[config.mk]
export PLATFORM = sky130hd
export DESIGN_NAME = din99_sqrt
export DESIGN_NICKNAME = d
export VERILOG_FILES = /design/src/hdl/din99_pkg.sv /design/src/hdl/din99_sqrt.sv
export SDC_FILE = /design/constraint.sdc
export NUM_CORES = 2
export LEC_CHECK = 0
export BUFFER_PORTS_ARGS = -buffer_cell sky130_fd_sc_hd__buf_2
export CELL_PAD_IN_SITES_DETAIL_PLACEMENT = 1
export CELL_PAD_IN_SITES_GLOBAL_PLACEMENT = 2
export CORE_UTILIZATION = 49
export DETAILED_ROUTE_END_ITERATION = 7
export GPL_ROUTABILITY_DRIVEN = 0
export GPL_TIMING_DRIVEN = 0
export PLACE_DENSITY = 0.95
export SLEW_MARGIN = 20
export SYNTH_ARGS = -nofsm -noshare
export SYNTH_HDL_FRONTEND = slang
export SYNTH_SLANG_ARGS = --single-unit
[constraint.sdc]
create_clock -name clk -period 11.45 [get_ports clk]
set_input_delay 1.145 -clock clk [delete_from_list [all_inputs] [get_ports clk]]
set_output_delay 1.145 -clock clk [all_outputs]
set_load 0.02 [all_outputs]
[src/hdl/din99_pkg.sv]
// Shared constants, coefficient tables and latencies for the DIN99 converter.
`default_nettype none

package din99_pkg;

    // Default number of fraction bits on the pixel ports
    localparam int FRAC_BITS_DEF = 8;

    // Logarithm unit: argument minus one, argument, exponent and result widths
    localparam int LN_Q     = 30;
    localparam int LN_X_W   = 40;
    localparam int LN_Y_W   = 41;
    localparam int LN_K_W   = 4;
    localparam int LN_OUT_W = 34;
    localparam int LN_LAT   = LN_Q + 4;
    localparam logic [29:0] LN2_Q30 = 30'd744261118;

    // Square root unit
    localparam int SQ_IN_W  = 64;
    localparam int SQ_OUT_W = 32;
    localparam int SQ_LAT   = SQ_OUT_W;

    // Unit vector divider: signed numerator, root as divisor, Q30 quotient
    localparam int DIV_NUM_W = 35;
    localparam int DIV_Q     = 30;
    localparam int DIV_LAT   = SQ_OUT_W;

    // Rounding shift of the first rotation (Q30 coefficient to 16 extra bits)
    localparam int ROT_SH = 14;

    // Output limits
    localparam logic [14:0] L99_MAX = 15'h7FFF;
    localparam logic [14:0] AB_MAX  = 15'h3FFF;
    localparam logic [14:0] AB_MIN  = 15'h4000;

    // Per-variant coefficients: DIN99, DIN99b, DIN99c, DIN99d
    localparam logic [24:0] C1_Q16 [4] = '{
        25'd6914638, 25'd19901317, 25'd20817510, 25'd21313618};
    localparam logic [34:0] C2_Q40 [4] = '{
        35'd17372283719, 35'd4288095348, 35'd4068193023, 35'd3958241860};
    localparam logic signed [31:0] C4_Q30 [4] = '{
        32'sd751619277, 32'sd891205714, 32'sd1009317315, 32'sd1224065679};
    localparam logic [26:0] C6_Q30 [4] = '{
        27'd48318382, 27'd80530637, 27'd70866960, 27'd64424509};
    localparam logic [28:0] C58_Q24 [4] = '{
        29'd372827022, 29'd385875968, 29'd385875968, 29'd377487360};
    localparam logic signed [31:0] COS3_Q30 [4] = '{
        32'sd1032146887, 32'sd965072759, 32'sd1073741824, 32'sd690187940};
    localparam logic signed [31:0] SIN3_Q30 [4] = '{
        32'sd295963357, 32'sd470697435, 32'sd0, 32'sd822533958};
    localparam logic signed [31:0] COS7_Q30 [4] = '{
        32'sd1073741824, 32'sd965072759, 32'sd1073741824, 32'sd690187940};
    localparam logic signed [31:0] SIN7_Q30 [4] = '{
        32'sd0, 32'sd470697435, 32'sd0, 32'sd822533958};

endpackage

`default_nettype wire

[src/hdl/din99_sqrt.sv]
// Pipelined truncated integer square root, one result bit per stage.
`default_nettype none

module din99_sqrt
    import din99_pkg::*;
(
    input  logic                clk,
    input  logic                en,
    input  logic [SQ_IN_W-1:0]  v_in,
    output logic [SQ_OUT_W-1:0] root
);

    localparam int STEPS = SQ_OUT_W;

    logic [SQ_IN_W-1:0] v_reg [STEPS];
    logic [SQ_IN_W-1:0] r_reg [STEPS];
    logic [SQ_IN_W-1:0] v_cur [STEPS];
    logic [SQ_IN_W-1:0] r_cur [STEPS];
    logic [SQ_IN_W-1:0] v_nx  [STEPS];
    logic [SQ_IN_W-1:0] r_nx  [STEPS];
    logic [SQ_IN_W-1:0] bitv  [STEPS];
    logic [SQ_IN_W:0]   trial [STEPS];

    // Stage inputs
    always_comb
    begin
        v_cur[0] = v_in;
        r_cur[0] = '0;
        for (int i = 1; i < STEPS; i++)
        begin
            v_cur[i] = v_reg[i-1];
            r_cur[i] = r_reg[i-1];
        end
    end

    // Try one root bit per stage
    always_comb
    begin
        for (int i = 0; i < STEPS; i++)
        begin
            bitv[i]  = SQ_IN_W'(1) << (SQ_IN_W - 2 - 2*i);
            trial[i] = {1'b0, r_cur[i]} + {1'b0, bitv[i]};
            if ({1'b0, v_cur[i]} >= trial[i])
            begin
                v_nx[i] = v_cur[i] - trial[i][SQ_IN_W-1:0];
                r_nx[i] = (r_cur[i] >> 1) + bitv[i];
            end
            else
            begin
                v_nx[i] = v_cur[i];
                r_nx[i] = r_cur[i] >> 1;
            end
        end
    end

    always_ff @(posedge clk)
    begin
        if (en)
        begin
            for (int i = 0; i < STEPS; i++)
            begin
                v_reg[i] <= v_nx[i];
                r_reg[i] <= r_nx[i];
            end
        end
    end

    assign root = r_reg[STEPS-1][SQ_OUT_W-1:0];

endmodule

`default_nettype wire

==> flow_metrics.tcl <==
set metrics [dict create \
    status "completed" \
    drtIter0Drc 7699 \
    clock_insertion_delay_worst_skew_ps 970 \
    fillCellCount 24386 \
    async_reset_ff_share_pct 0 \
    grt_usage_pct 27.78 \
    synth_largest_area_cell "edfxtp_1" \
    relSlewSlack_pct 11.93 \
    startpoint_type "flop" \
    worst_pin_slew_ps 1311 \
    vias 82158 \
    grt_max_degree 162 \
    cp_cell_sequence "inv_1 > ha_1 > clkbuf_1 > nand3_1 > nor4_1 > nand3_1 > o31ai_1 > nor2_1 > o41ai_1 > clkbuf_1 > clkbuf_1 > buf_1 > a21oi_1" \
    largest_reg_flops 1984 \
    rows 181 \
    synth_compound_area_share_pct 9.053 \
    r2r_start "r_reg[1][738]" \
    critPathKind "reg -> reg" \
    area_growth_pct 11.42 \
    synth_flop_cell "edfxtp_1" \
    cts-buffers-inserted 287 \
    antenna_left 0 \
    crit_top_cell "clkbuf_1" \
    synth_mux_area_share_pct 1.094 \
    grt_setup_unrepaired "no" \
    synth_xor_area_share_pct 6.379 \
    htree_levels 5 \
    wire_per_inst_um 26.45 \
    yosysTopAreaCellShare_pct 62.79 \
    maxCapViolCount 0 \
    wl_mm 352.2 \
    synth_edf_count 2512 \
    drtPass1Iterations 5 \
    multiInputGateArea_um2 41420 \
    fin_skew_ps 93.89 \
    io_buffer_count 97 \
    start_util_pct 49.34 \
    fmax_mhz 171.3 \
    grt_pass1_wl_mm 528.6 \
    cts_root_buffer "clkbuf_16" \
    clockBufferDepth 4 \
    hold_class "in -> reg" \
    synth_nets 10130 \
    regArea_um2 75430 \
    power_mw 27.49 \
    grt_remaining_overflow 0 \
    worstHoldStart "v_in[54]" \
    ys_seq_area_share_pct 62.79 \
    clkTransAtPathRegs_ps 60 \
    cp-startpoint "r_reg[1][738]" \
    drcViolationCount 0 \
    power_density_nw_per_um2 205.4 \
    netlist_instances 9506 \
    power.leakage_nw 50.43 \
    synth_top_family_by_area "simple AND/OR/NAND/NOR gates" \
    final_max_slew_viol_count 0 \
    cts_num_sinks 2512 \
    post_cts_buffers 0 \
    crit_fanout 10 \
    slowest_delay_ps 920 \
    fp.dieH_um 497.1 \
    netlist_area_um2 120100 \
    place_area_um2 125100 \
    cts_resized 0 \
    hold_viol_final 0 \
    layout-drive-gt1-share_pct 6.887 \
    finalSetupTns_ps 0 \
    ir_drop_v 0.0001821 \
    period_needed_ps 5836 \
    grt_pass1_vias 85812 \
    die_width_um 497.1 \
    cts_tree "built" \
    dieArea_um2 247100 \
    ioPinCount 98 \
    pre_cts_ws_ps 5386 \
    ys_seq_elements 2512 \
    viasPerCell 6.170 \
    stdcell_area_um2 133800 \
    cp-end-kind "flop" \
    cp_top_family "buffers and inverters" \
    synthAdderAreaFrac_pct 5.812 \
    ys_warn_count 0 \
    core_um2 243500 \
    synth-simple-area-share_pct 12.12 \
    dp_hpwl_mm 245.8 \
    synth_area_leaders "edfxtp_1 63%, ha_1 5.8%, xnor2_1 3.2%" \
    final-setup-viol-count 0 \
    syn_area_per_cell_um2 12.64 \
    fin_crit_sh_pct 50.97 \
    setup_ws_ps 5614 \
    antenna_found_initial 26 \
    worstPathRequired_ps 12080 \
    ys_types 96 \
    worst-path-buf-inv 5 \
    cp.arrival_ps 6470 \
    slowest_stage "nor4_1" \
    ctsHoldBuffers 0 \
    fin_nets 10534 \
]
## final cells by class
type	count	share of cell area, %
multi-input cells	6125	30.94
well taps	3202	2.993
flip-flops and latches	2512	56.36
plain buffers	185	0.5497
repair buffers	115	0.7273
clock inverters	135	0.9049
clock buffers	350	5.590
inverters	684	1.918
diodes	8	0.01496
## placed cells by master (no fill, tap or decap), types with 105 or more instances in the layout
cell type | synthesis | final
a21o_1 | 261 | 261
a21oi_1 | 653 | 653
clkbuf_1 | 155 | 215
clkbuf_16 | 0 | 290
edfxtp_1 | 2512 | 2512
ha_1 | 558 | 558
inv_1 | 679 | 679
nand2_1 | 542 | 542
nand2b_1 | 105 | 105
nand3_1 | 157 | 157
nand4_1 | 154 | 154
nor2_1 | 699 | 699
nor3_1 | 283 | 282
nor4_1 | 349 | 347
o21ai_0 | 324 | 324
xnor2_1 | 443 | 443
xor2_1 | 430 | 430
## per-stage QoR
| stage | utilization [%] | std cells | hold slack [ps] |
|---|---|---|---|
| floorplan | - | 9506 | 416.6 |
| global placement | 51.19 | 12805 | 422.5 |
| detailed placement | 51.40 | 12823 | 428.0 |
| CTS | 54.97 | 13308 | 272.5 |
| global route | 54.97 | 13310 | 304.3 |
| finish | 54.98 | 13316 | 331.5 |
## synthesized netlist by cell type, drive strengths merged (41+ instances only)
cell and instances:
xor2 430, nor3 285, a31oi 41, nor4 350
o21a 94, nor4b 52, or2 45, mux2 102
inv 682, nand2 542, ha 558, a21oi 653
or3 98, and3 49, nand2b 105, xnor2 444
nand4 154, or4 70, a21o 261, o31ai 57
clkbuf 156, nor2b 74, edfxtp 2512, o21ai 328
nand3 158, nor2 699
## per-layer routing
| layer | global-route usage, % | vias to the layer above | routed length, um |
|---|---|---|---|
| met3 | 4.258 | 757 | 22130 |
| met4 | 10.56 | 14 | 13460 |
| li1 | - | 36382 | - |
| met2 | 48.65 | 3233 | 177400 |
| met1 | 34.49 | 41772 | 139200 |
| met5 | 0 | - | 91 |
## report_power, final
part	internal (mW)	total [mW]	switching, mW
Sequential	11.7	12.7	1.03
Clock	5.08	8.86	3.78
Combinational	2.29	5.91	3.62
## path summary, 6_finish.rpt
check | slack (ps) | cells after the start | end
max | 5610 | 13 | v_reg[1][798]
min | 330 | 1 | v_reg[0][54]
max reg2reg | 5610 | 13 | v_reg[1][798]
min reg2reg | 410 | 0 | v_reg[0][419]
## cell families after synthesis
group	count (synthesis)
xor+xnor	874
fa+ha+maj	558
buf+inv	869
flops	2512
compound gates	1747
mux	117
simple gates	2829
Power figures use the tool's default switching activity.
