### config.mk
export PLATFORM = sky130hd
export DESIGN_NAME = din99_div
export DESIGN_NICKNAME = d
export VERILOG_FILES = /design/src/hdl/din99_pkg.sv /design/src/hdl/din99_div.sv
export SDC_FILE = /design/constraint.sdc
export NUM_CORES = 2
export LEC_CHECK = 0
export BUFFER_PORTS_ARGS = -buffer_cell sky130_fd_sc_hd__buf_4
export CAP_MARGIN = 10
export CORE_ASPECT_RATIO = 0.7
export CORE_UTILIZATION = 50
export CTS_BUF_LIST = sky130_fd_sc_hd__clkbuf_16
export DETAILED_ROUTE_END_ITERATION = 16
export PLACE_DENSITY = 0.63
export SLEW_MARGIN = 30
export SYNTH_ARGS = -nofsm -noshare
export SYNTH_HDL_FRONTEND = slang
export SYNTH_MEMORY_MAX_BITS = 65536
export SYNTH_SLANG_ARGS = --single-unit
### constraint.sdc
create_clock -name clk -period 22.4 [get_ports clk]
set_clock_uncertainty 0.15 [all_clocks]
set_input_delay 4.48 -clock clk [delete_from_list [all_inputs] [get_ports clk]]
set_output_delay 4.48 -clock clk [all_outputs]
set_load 0.02 [all_outputs]
### src/hdl/din99_pkg.sv
// Shared constants, coefficient tables and latencies for the DIN99 converter.
`default_nettype none

package din99_pkg;

    // Default number of fraction bits on the pixel ports
    localparam int FRAC_BITS_DEF = 8;

    // Logarithm unit: argument minus one, argument, exponent and result widths
    localparam int LN_Q     = 30;
    localparam int LN_X_W   = 40;
    localparam int LN_Y_W   = 41;
    localparam int LN_K_W   = 4;
    localparam int LN_OUT_W = 34;
    localparam int LN_LAT   = LN_Q + 4;
    localparam logic [29:0] LN2_Q30 = 30'd744261118;

    // Square root unit
    localparam int SQ_IN_W  = 64;
    localparam int SQ_OUT_W = 32;
    localparam int SQ_LAT   = SQ_OUT_W;

    // Unit vector divider: signed numerator, root as divisor, Q30 quotient
    localparam int DIV_NUM_W = 35;
    localparam int DIV_Q     = 30;
    localparam int DIV_LAT   = SQ_OUT_W;

    // Rounding shift of the first rotation (Q30 coefficient to 16 extra bits)
    localparam int ROT_SH = 14;

    // Output limits
    localparam logic [14:0] L99_MAX = 15'h7FFF;
    localparam logic [14:0] AB_MAX  = 15'h3FFF;
    localparam logic [14:0] AB_MIN  = 15'h4000;

    // Per-variant coefficients: DIN99, DIN99b, DIN99c, DIN99d
    localparam logic [24:0] C1_Q16 [4] = '{
        25'd6914638, 25'd19901317, 25'd20817510, 25'd21313618};
    localparam logic [34:0] C2_Q40 [4] = '{
        35'd17372283719, 35'd4288095348, 35'd4068193023, 35'd3958241860};
    localparam logic signed [31:0] C4_Q30 [4] = '{
        32'sd751619277, 32'sd891205714, 32'sd1009317315, 32'sd1224065679};
    localparam logic [26:0] C6_Q30 [4] = '{
        27'd48318382, 27'd80530637, 27'd70866960, 27'd64424509};
    localparam logic [28:0] C58_Q24 [4] = '{
        29'd372827022, 29'd385875968, 29'd385875968, 29'd377487360};
    localparam logic signed [31:0] COS3_Q30 [4] = '{
        32'sd1032146887, 32'sd965072759, 32'sd1073741824, 32'sd690187940};
    localparam logic signed [31:0] SIN3_Q30 [4] = '{
        32'sd295963357, 32'sd470697435, 32'sd0, 32'sd822533958};
    localparam logic signed [31:0] COS7_Q30 [4] = '{
        32'sd1073741824, 32'sd965072759, 32'sd1073741824, 32'sd690187940};
    localparam logic signed [31:0] SIN7_Q30 [4] = '{
        32'sd0, 32'sd470697435, 32'sd0, 32'sd822533958};

endpackage

`default_nettype wire

### src/hdl/din99_div.sv
// Pipelined rounded divide of a signed coordinate by the root, Q30 quotient.
`default_nettype none

module din99_div
    import din99_pkg::*;
(
    input  logic                        clk,
    input  logic                        en,
    input  logic signed [DIV_NUM_W-1:0] num,
    input  logic [SQ_OUT_W-1:0]         den,
    output logic [SQ_OUT_W-1:0]         quo,
    output logic                        neg
);

    localparam int STEPS = SQ_OUT_W;
    localparam int DW    = 2 * SQ_OUT_W;

    logic [DIV_NUM_W-1:0] mag;
    logic [DW-1:0]        dvd;
    logic [SQ_OUT_W-1:0]  rem_reg [STEPS];
    logic [SQ_OUT_W-1:0]  low_reg [STEPS];
    logic [SQ_OUT_W-1:0]  q_reg   [STEPS];
    logic [SQ_OUT_W-1:0]  den_reg [STEPS];
    logic                 neg_reg [STEPS];
    logic [SQ_OUT_W-1:0]  rem_cur [STEPS];
    logic [SQ_OUT_W-1:0]  low_cur [STEPS];
    logic [SQ_OUT_W-1:0]  q_cur   [STEPS];
    logic [SQ_OUT_W-1:0]  den_cur [STEPS];
    logic                 neg_cur [STEPS];
    logic [SQ_OUT_W:0]    r2      [STEPS];
    logic [SQ_OUT_W-1:0]  rem_nx  [STEPS];
    logic [SQ_OUT_W-1:0]  q_nx    [STEPS];

    // Form the rounded dividend; its upper half is already below the divisor
    assign mag = num[DIV_NUM_W-1] ? DIV_NUM_W'(-num) : DIV_NUM_W'(num);
    assign dvd = {mag[DW-DIV_Q-1:0], {DIV_Q{1'b0}}} + DW'(den >> 1);

    always_comb
    begin
        rem_cur[0] = dvd[DW-1:SQ_OUT_W];
        low_cur[0] = dvd[SQ_OUT_W-1:0];
        q_cur[0]   = '0;
        den_cur[0] = den;
        neg_cur[0] = num[DIV_NUM_W-1];
        for (int i = 1; i < STEPS; i++)
        begin
            rem_cur[i] = rem_reg[i-1];
            low_cur[i] = low_reg[i-1];
            q_cur[i]   = q_reg[i-1];
            den_cur[i] = den_reg[i-1];
            neg_cur[i] = neg_reg[i-1];
        end
    end

    // One quotient bit per stage
    always_comb
    begin
        for (int i = 0; i < STEPS; i++)
        begin
            r2[i]   = {rem_cur[i], low_cur[i][STEPS-1-i]};
            rem_nx[i] = r2[i][SQ_OUT_W-1:0];
            q_nx[i]   = q_cur[i];
            if (r2[i] >= {1'b0, den_cur[i]})
            begin
                rem_nx[i]          = SQ_OUT_W'(r2[i] - {1'b0, den_cur[i]});
                q_nx[i][STEPS-1-i] = 1'b1;
            end
        end
    end

    always_ff @(posedge clk)
    begin
        if (en)
        begin
            for (int i = 0; i < STEPS; i++)
            begin
                rem_reg[i] <= rem_nx[i];
                low_reg[i] <= low_cur[i];
                q_reg[i]   <= q_nx[i];
                den_reg[i] <= den_cur[i];
                neg_reg[i] <= neg_cur[i];
            end
        end
    end

    assign quo = q_reg[STEPS-1];
    assign neg = neg_reg[STEPS-1];

endmodule

`default_nettype wire

==> reports/results.ini <==
[status]
outcome=complete, no violations

[clock_network]
clk_pin_slew_ns=0.07
cts_tree=yes
cts_inserted_buffers=270
clkSinkCount=2545
clk_latency_ns=0.88
postCtsResizedCells=0
cts_setup_buffers=0
hold_buffers=0
cts_root_buf=clkbuf_16
htree_levels=5
clock_path_buffers=4

[layout]
syn_to_final_growth_pct=9.90
final_cells=16800
register_area_um2=76400
nFillCells=23800
layout.nets=13900
drive_gt1_share_pct=7.83
multi_input_area_um2=59700

[routing]
via_per_inst=5.80
wirelength_mm=356
ant_nets=0
drt_iter0_markers=9673
drt-wirelength-per-cell_um=21.2
route.detailed.drc=0
drt_pass1_iterations=8
vias=97300

[sta]
fin_crit_sh_pct=48.2
tns_ns=0
slew_viol_final=0
worst_pin_slew_ns=1.10
setup_viol=0
max_slew_margin_pct=25.8
clock.fmax_mhz=92.6
period_minus_slack_ns=10.80
rsz0062_at_grt=no
hold_viol=0

[pwr]
leakage_nw=63.5
p_per_area_nw_per_um2=152
p_total_mw=23.7
peakVddDrop_mv=0.0726

[floorplanning]
core_um2=282000
ios=102
num_rows=163
initial_utilization_pct=50.3
dieArea_um2=286000
die_y_um=448
die_width_um=639

[synthesis]
synth_top_cells_by_count=2545 x edfxtp_1, 1326 x inv_1, 1027 x ha_1
ys_seq_area_share_pct=53.8
synth_cells=12600
synth_flop_cell=edfxtp_1
synth_fp_nets=13700
yosys.area.top_type=edfxtp_1
yosysMostFrequentCell=edfxtp_1
netlist_area_um2=142000
ys_ff_latch=2545
synth_edf_count=2545
yosysWarnings=0
ys_types=95
async_flop_share_pct=0
yosys-top-cells-area=edfxtp_1 54%, ha_1 9.1%, inv_1 3.5%
synth_top_area_share_pct=53.8
synth_area_per_cell_um2=11.3

[global_route]
grt_overflow=0
grt_antenna_before_repair=20
grt_max_degree=201
grtUsageTotal_pct=24.4
grt_pass1_wl_mm=547
grt_pass1_vias=92900

[worst_setup_path]
crit_path_start_kind=input pin
arrival_ns=11.34
critPathKind=in -> reg
critPathRequiredTime_ns=22.93
cp_max_fo=47
cp-end-kind=flop

[place]
post-dp-hpwl_mm=268
placed_cells=16300
portBuffers=101
place_congestion=0.918

[job]
cap_violations=0

[worst_hold_path]
hold_class=reg -> reg

worst paths after layout:
path / from / endpoint / slack [ns] / depth (start not counted)
setup / recovery: num[1] / rem_reg[0][27]$_DFFE_PP_ / 11.60 / 24
hold / removal: q_reg[1][249]$_DFFE_PP_ / q_reg[1][281]$_DFFE_PP_ / 0.24 / 0
setup reg to reg: den_reg[1][385]$_DFFE_PP_ / rem_reg[1][432]$_DFFE_PP_ / 17.20 / 13
hold reg to reg: q_reg[1][249]$_DFFE_PP_ / q_reg[1][281]$_DFFE_PP_ / 0.24 / 0
per-layer routing:
| layer | vias to the layer above | GRT usage (%) | wire length [um] |
|---|---|---|---|
| met2 | 2895 | 37.1 | 154000 |
| met4 | 2 | 5.38 | 7430 |
| met5 | - | 0 | 7 |
| met1 | 47200 | 37.3 | 172000 |
| li1 | 46700 | - | - |
| met3 | 487 | 2.91 | 22000 |
through the flow:
step | hold slack [ns] | setup slack [ns] | instance area, um^2 | utilization, %
2_1_floorplan | 0.250 | 12.12 | 142000 | -
3_3_place_gp | 0.250 | 10.67 | 147000 | 52.2
3_5_place_dp | 0.255 | 10.72 | 147000 | 52.2
4_1_cts | 0.249 | 11.62 | 156000 | 55.3
5_1_grt | 0.265 | 11.03 | 156000 | 55.3
6_report | 0.245 | 11.60 | 156000 | 55.3
cells by family (layout without fill, tap and decap cells):
| group | count (synthesis) | count (layout) | share of synthesized area [%] |
|---|---|---|---|
| AOI/OAI and AO/OA | 3369 | 3369 | 14.9 |
| and+or+nand+nor | 2868 | 2868 | 9.65 |
| DFF | 2545 | 2545 | 53.8 |
| buffers and inverters | 1582 | 1973 | 4.23 |
| adders and majority gates | 1058 | 1058 | 9.49 |
| xor gates and xnor gates | 834 | 834 | 5.15 |
| muxes | 345 | 345 | 2.75 |
| other | 0 | 3 | 0 |
power breakdown:
part | switching [mW] | internal, mW | leakage [nW] | total [mW]
clock network | 1.89 | 2.58 | 4.35 | 4.47
logic | 6.55 | 4.61 | 34.3 | 11.2
registers | 0.861 | 7.17 | 24.9 | 8.03
total | 9.30 | 14.4 | 63.5 | 23.7
critical path: stages:
cell and delay [ns]:
buf_4 0.12, inv_1 0.12, ha_1 0.31, nor3b_1 0.26
nand4_1 0.45, o21ai_0 0.61, xor2_1 0.21, or4_1 0.64
nor4_2 0.45, and2_1 0.28, nand2b_1 0.08, xnor2_1 0.35
inv_1 0.09, ha_1 0.40, and3_1 0.27, and3_1 0.20
nand3_1 0.17, nor3_1 0.21, a21oi_1 0.12, and2_1 0.16
o211ai_1 0.08, mux2_4 0.73, o311ai_0 0.32, o22ai_2 0.17
cells in the final DEF, fill, tap and decap left out, types with 28 or more instances in the layout:
cell and n:
a211o_1 35, a211oi_1 90, a21boi_0 52, a21o_1 491
a21oi_1 990, a311oi_1 28, a31oi_1 104, and2_1 49
and3_1 104, buf_4 167, clkbuf_16 280, clkinv_1 47
clkinv_2 39, edfxtp_1 2545, fa_1 31, ha_1 1027
inv_1 1361, mux2_2 292, mux2i_1 36, nand2_1 895
nand2b_1 143, nand3_1 196, nand4_1 127, nor2_1 717
nor2b_1 163, nor3_1 185, nor4_1 33, o211ai_1 53
o21a_1 135, o21ai_0 855, o21bai_1 98, o31ai_1 98
or2_2 51, or3_1 63, xnor2_1 507, xor2_1 327
layout make-up:
type	instances	share of cell area, %
sequential	2545	49.0
multi-input combinational	8474	38.3
clock buffer	280	4.49
inverter	1329	3.20
tap	3795	3.04
clock inverter	184	1.05
timing repair buffer	180	0.945
antenna	3	0.00481
Note: power is estimated with default switching activity, not from simulation.
